File: src/rtl/mcbf_pkg.sv
// ----------------------------------------------------------------------------
// mcbf_pkg
// Shared types and constants for the multi-channel byte FIFO pool.
// ----------------------------------------------------------------------------
package mcbf_pkg;

    localparam int NUM_CHANNELS = 16;
    localparam int DEPTH        = 1024;
    localparam int CH_W         = 4;
    localparam int IDX_W        = $clog2(DEPTH);
    localparam int REM_W        = $clog2(DEPTH + 1);
    localparam int MEM_DEPTH    = NUM_CHANNELS * DEPTH;
    localparam int MEM_AW       = $clog2(MEM_DEPTH);

    localparam logic [2:0] REQ_CREATE      = 3'd0;
    localparam logic [2:0] REQ_WRITE_START = 3'd1;
    localparam logic [2:0] REQ_WRITE_BYTE  = 3'd2;
    localparam logic [2:0] REQ_READ_START  = 3'd3;
    localparam logic [2:0] REQ_READ_BYTE   = 3'd4;

    localparam logic [2:0] ST_OK          = 3'd0;
    localparam logic [2:0] ST_TOO_LONG    = 3'd1;
    localparam logic [2:0] ST_NO_ROOM     = 3'd2;
    localparam logic [2:0] ST_NO_FREE     = 3'd3;
    localparam logic [2:0] ST_BAD_CHANNEL = 3'd4;
    localparam logic [2:0] ST_NO_XFER     = 3'd5;

    typedef struct packed {
        logic [2:0]  req_type;
        logic [3:0]  channel;
        logic [15:0] length;
        logic [7:0]  data_byte;
    } req_t;

    typedef struct packed {
        logic [2:0]  status;
        logic [3:0]  channel_out;
        logic [15:0] count;
        logic [7:0]  data_out;
        logic        last;
    } resp_t;

    typedef struct packed {
        logic load;
        logic exec;
    } cmd_t;

endpackage

File: src/rtl/mcbf_ctrl.sv
// ----------------------------------------------------------------------------
// mcbf_ctrl
// Sequencer: accept one request, execute it, hold the response until taken.
// ----------------------------------------------------------------------------
module mcbf_ctrl (
    input  logic          aclk,
    input  logic          aresetn,
    input  logic          s_valid,
    output logic          s_ready,
    output logic          m_valid,
    input  logic          m_ready,
    output mcbf_pkg::cmd_t cmd
);
    import mcbf_pkg::*;

    typedef enum logic [2:0] {
        S_IDLE = 3'b001,
        S_EXEC = 3'b010,
        S_RESP = 3'b100
    } state_t;

    state_t state_reg, state_next;

    always_ff @(posedge aclk) begin
        if (!aresetn) begin
            state_reg <= S_IDLE;
        end else begin
            state_reg <= state_next;
        end
    end

    always_comb begin
        state_next = state_reg;
        s_ready    = 1'b0;
        m_valid    = 1'b0;
        cmd        = '0;
        case (state_reg)
            S_IDLE: begin
                s_ready = 1'b1;
                if (s_valid) begin
                    cmd.load   = 1'b1;
                    state_next = S_EXEC;
                end
            end
            S_EXEC: begin
                cmd.exec   = 1'b1;
                state_next = S_RESP;
            end
            S_RESP: begin
                m_valid = 1'b1;
                if (m_ready) begin
                    state_next = S_IDLE;
                end
            end
            default: begin
                state_next = S_IDLE;
            end
        endcase
    end

endmodule

File: config.mk
export PLATFORM = sky130hd
export DESIGN_NAME = mcbf_ctrl
export DESIGN_NICKNAME = d
export VERILOG_FILES = /design/src/rtl/mcbf_pkg.sv /design/src/rtl/mcbf_ctrl.sv
export SDC_FILE = /design/constraint.sdc
export NUM_CORES = 1
export LEC_CHECK = 0
export BUFFER_PORTS_ARGS = -buffer_cell sky130_fd_sc_hd__buf_2
export CAP_MARGIN = 20
export CORE_AREA = 10 10 47 49
export CTS_CLUSTER_DIAMETER = 150
export CTS_CLUSTER_SIZE = 14
export DETAILED_ROUTE_END_ITERATION = 10
export DIE_AREA = 0 0 57 59
export PLACE_DENSITY_LB_ADDON = 0.05
export SYNTH_ARGS = -nofsm -noshare
export SYNTH_HDL_FRONTEND = slang
export SYNTH_SLANG_ARGS = --single-unit
File: constraint.sdc
create_clock -name aclk -period 1.3 [get_ports aclk]
set_input_delay 0.065 -clock aclk [delete_from_list [all_inputs] [get_ports aclk]]
set_output_delay 0.065 -clock aclk [all_outputs]
set_load 0.01 [all_outputs]
### After elaboration in Yosys (flattened, before gate mapping)

Index checks and enable logic that the tools add are counted.

| word-level totals | value |
|---|---|
| bits in registers | 3 |
| input port bits | 4 |
| output and inout port bits | 4 |

| cells by class | value |
|---|---|
| reductions and logical operators | 1 |
| muxes and demuxes | 8 |
| equal/unequal tests | 5 |

Operators with widths:

| cell | number |
|---|---|
| 3-bit one-hot mux with 3 select lines | 1 |
| 3-bit two-way mux | 2 |
| 1-bit two-way mux | 5 |
| 2-bit inequality test (second input constant) | 2 |
| 3-bit by 1-bit == test with 1-bit output (second input constant) | 1 |
| 3-bit by 2-bit == test with 1-bit output (second input constant) | 1 |
| 3-bit == test (second input constant) | 1 |
| 2-bit AND reduction | 1 |

### Depth between registers and ports, before layout

| depth | value |
|---|---|
| depth after elaboration | 3 |
| mapped depth | 2 |
| depth with buffers taken out | 2 |

### Worst setup path after synthesis

OpenSTA, ideal clock, no wires.

| timing | value |
|---|---|
| path kind | flip-flop to flip-flop |
| from | register state_reg[1] |
| to | register state_reg[1] |
| arrival | 0.834 ns |
| cell stages (with the launch flop) | 3 |
| period minus slack after synthesis | 0.950 ns |
| slack | 0.350 ns |
| required time | 1.184 ns |
| setup time | 0.116 ns |
| cells stage by stage | dfxtp_1 -> and4bb_2 -> and2_2 |

| on the way | value |
|---|---|
| word-level cells in the longest chain between the ends | 3 |
| elaborated cells on any way between the ends | 7 |
| classes of those cells | eq/ne (5); mux (1); reduce/logical (1) |

Ends and longest elaborated chain:

| element | RTL line | text |
|---|---|---|
| start, declared | mcbf_ctrl.sv:22 | `state_t state_reg, state_next;` |
| start signal, assigned | mcbf_ctrl.sv:28 | `state_reg <= state_next;` |
| 3-bit == test or 3-bit by 1-bit == test with 1-bit output (tied branches) | mcbf_ctrl.sv:37 | `case (state_reg)` |
| 2-bit inequality test (no source line) | - |  |
| 2-bit AND reduction (no source line) | - |  |

Parallel ways exist; a longest one is shown, timed or not.
A chain may end at the register's enable or synchronous reset.

==> summary.md <==
| Metric | Value |
|---|---|
| Via/cell ratio | `around 3.7` |
| Total track usage | `0.0280` |
| H-tree levels | `1` |
| Sink Count | `3` |
| Setup-failing EPs final | `0` |
| Crit path kind | `reg -> out` |
| Peak VDD IR | `0.000364 V` |
| Worst Hold Path Cells | `2` |
| Final wirelength | `440 um` |
| DP Worst Slack | `~280 ps` |
| Starting Density | `0.110` |
| Hold bufs inserted after CTS | `0` |
| Post-synthesis simple-gate area fraction | `0.480` |
| Initial antenna violation count | `0` |
| Site row count | `14` |
| Unique masters post-synth | `11` |
| Clock buffer depth | `2` |
| Seq pwr share | `0.353` |
| Syn nets | `19` |
| DIE AREA | `0.00336 mm^2` |
| Fin Clk Skew | `0.715 ps` |
| Vias in the first global route | `164` |
| Largest net degree at the start of global routing | `8` |
| Worst hold path class | `in -> reg` |
| WP buf/inv | `1` |
| Worst Min Path Start | `aresetn` |
| Switching Share | `0.219` |
| Largest register FFs | `3` |
| Mux contribution to synthesized area | `0` |
| Top delay family on crit path | `flip-flops` |
| Hold Fails Final Rpt | `0` |
| Adder-Cell Fraction of Synth Area | `0` |
| Post-CTS Resized | `0` |
| Layout cells sized above 1 | `0.480` |
| RSZ-0062 raised after global routing | `no` |
| Antenna cells | `0` |
| GPL Wtd Cong | `0.526` |
| Combinational group share of total power | `0.110` |
| CP max FO | `7` |
| Io pins | `8` |
| Data arrival time of the critical path | `1090 ps` |
| #FFs+latches synth | `3` |
| Final period util | `0.887` |
| FF-to-FF setup slack | `roughly 300 ps` |
| Die width | `57 um` |
| Max Slew Vio Count | `0` |
| I/O Buffers | `7` |
| Run status | `completed` |
| Post-CTS Setup Inserts | `0` |
| Slowest CP cell | `dfxtp_1` |
| Critical Path Max Stage Delay | `400 ps` |
| Crit-path cells | `nor3b_1 > buf_2` |
| Pwr/cell area | `1300 mW/mm^2` |
| Final net count | `30` |
| Reg2reg end | `state_reg[0]` |
| P_sw | `0.0645 mW` |
| Clk root buf | `clkbuf_4` |
| R2R Path Start | `state_reg[1]` |
| Slew HR | `0.813` |
| GRT overflow | `0` |
| DRC | `0` |
| First-pass GRT wire length | `621 um` |
| Area growth syn-to-layout | `48.0%` |
| Setup crit start | `state_reg[1]` |
| Mapped Cells | `15` |
| Routed Antenna Nets | `0` |
| Pleak | `0.0906 nW` |
| Post-synthesis sequential area ratio | `0.390` |
| R2R depth | `2` |
| DIE HEIGHT | `59 um` |
| Wire length per cell | `10.7 um` |
| Post-route setup TNS | `0 ps` |
| Synth Cell Area | `154 um^2` |
| Yosys warns | `0` |
| Xor and xnor fraction of the mapped netlist area | `0` |
| Slew @ Worst Pin | `276 ps` |
| Clock Power Share | `0.536` |
| Worst setup SP type | `register` |
| Tmin final | `around 1200 ps` |
| Post-Route Hold Slack | `48.5 ps` |
| Worst skew pair latency | `between 200 and 250 ps` |
| Final worst-path setup slack | `148 ps` |
| Max Freq | `868 MHz` |
| DR pass1 iterations | `2` |
| Clock slew at reported path FFs | `40 ps` |
| Syn avg cell area | `10.3 um^2` |
| Compound-Gate Fraction of Synth Area | `0.0813` |
| Cts bufs inserted | `3` |
| Internal | `0.231 mW` |
| Worst Hold Endpoint | `state_reg[0]` |
| CTS tree | `built` |
| Post-layout total power | `0.295 mW` |
| Worst setup EP type | `output pin` |
| Largest family of logic cells by synthesized area | `simple AND/OR/NAND/NOR gates` |
| Detailed Route Iter0 Violations | `1` |
| Via count | `151` |
| Max Cap Viol | `0` |
| CORE AREA | `0.00140 mm^2` |
| Fill count | `approximately 180` |
| Worst EP required | `1240 ps` |
| Layout Utilization | `0.163` |
synth_stat cells:
library cell  n  area, um^2
buf_4         1        7.51
a21oi_1       1        5.00
dfxtp_1       3        60.1
and2_2        1        7.51
and4bb_2      1        12.5
nor4b_1       1        8.76
or3b_1        1        8.76
or2b_1        1        7.51
nor3b_1       3        22.5
o31ai_1       1        7.51
nand2b_1      1        6.26
layout by cell type, fill, tap and decap left out, drive strengths merged:
| cell | netlist | final |
|---|---|---|
| and4bb | 1 | 1 |
| or3b | 1 | 1 |
| buf | 1 | 7 |
| dfxtp | 3 | 3 |
| o31ai | 1 | 1 |
| nand2b | 1 | 1 |
| clkbuf | 0 | 4 |
| nor3b | 3 | 3 |
| a21oi | 1 | 1 |
| or2b | 1 | 1 |
| and2 | 1 | 1 |
| nor4b | 1 | 1 |
final cells by class:
type	count	area (um^2)	share of cell area
clock buffer	4	26.3	0.115
timing repair buffer	7	35.0	0.154
tap	16	20.0	0.0879
multi-input combinational	11	86.3	0.379
sequential	3	60.1	0.264
cell families after synthesis:
kind of cell,after synthesis
AOI/OAI and AO/OA,2
buffers and inverters,1
DFF,3
and+or+nand+nor,9
how the worst max path moves through the flow:
stage,to,cells after the start,slack (ps)
2_1_floorplan,state_reg[1],2,350
3_3_place_gp,state_reg[0],2,270
3_5_place_dp,state_reg[2],2,280
4_1_cts,cmd[0],2,110
5_1_grt,cmd[0],2,30
6_report,cmd[0],2,150
per-layer routing:
layer,GRT usage,share of wire,vias to the layer above
li1,-,-,75
met1,0.0248,0.45,72
met2,0.0310,0.54,4
met3,0.0129,0.0045,0
met4,0.0604,0,0
met5,0,0,-
through the flow:
stage,instance area [um^2],cells
3_5_place_dp,201,37
2_1_floorplan,154,15
3_3_place_gp,201,37
4_1_cts,228,41
6_report,228,41
5_1_grt,228,41
power by group through the flow:
| stage | Clock (mW) | Combinational (mW) | Sequential [mW] |
|---|---|---|---|
| 5_1_grt | 0.171 | 0.0360 | 0.105 |
| 6_report | 0.158 | 0.0326 | 0.104 |
| 3_3_place_gp | 0 | 0.0339 | 0.106 |
| 2_1_floorplan | 0 | 0.0197 | 0.104 |
| 4_1_cts | 0.169 | 0.0336 | 0.105 |
| 3_5_place_dp | 0 | 0.0335 | 0.106 |
(Power assumes the default switching activity.)
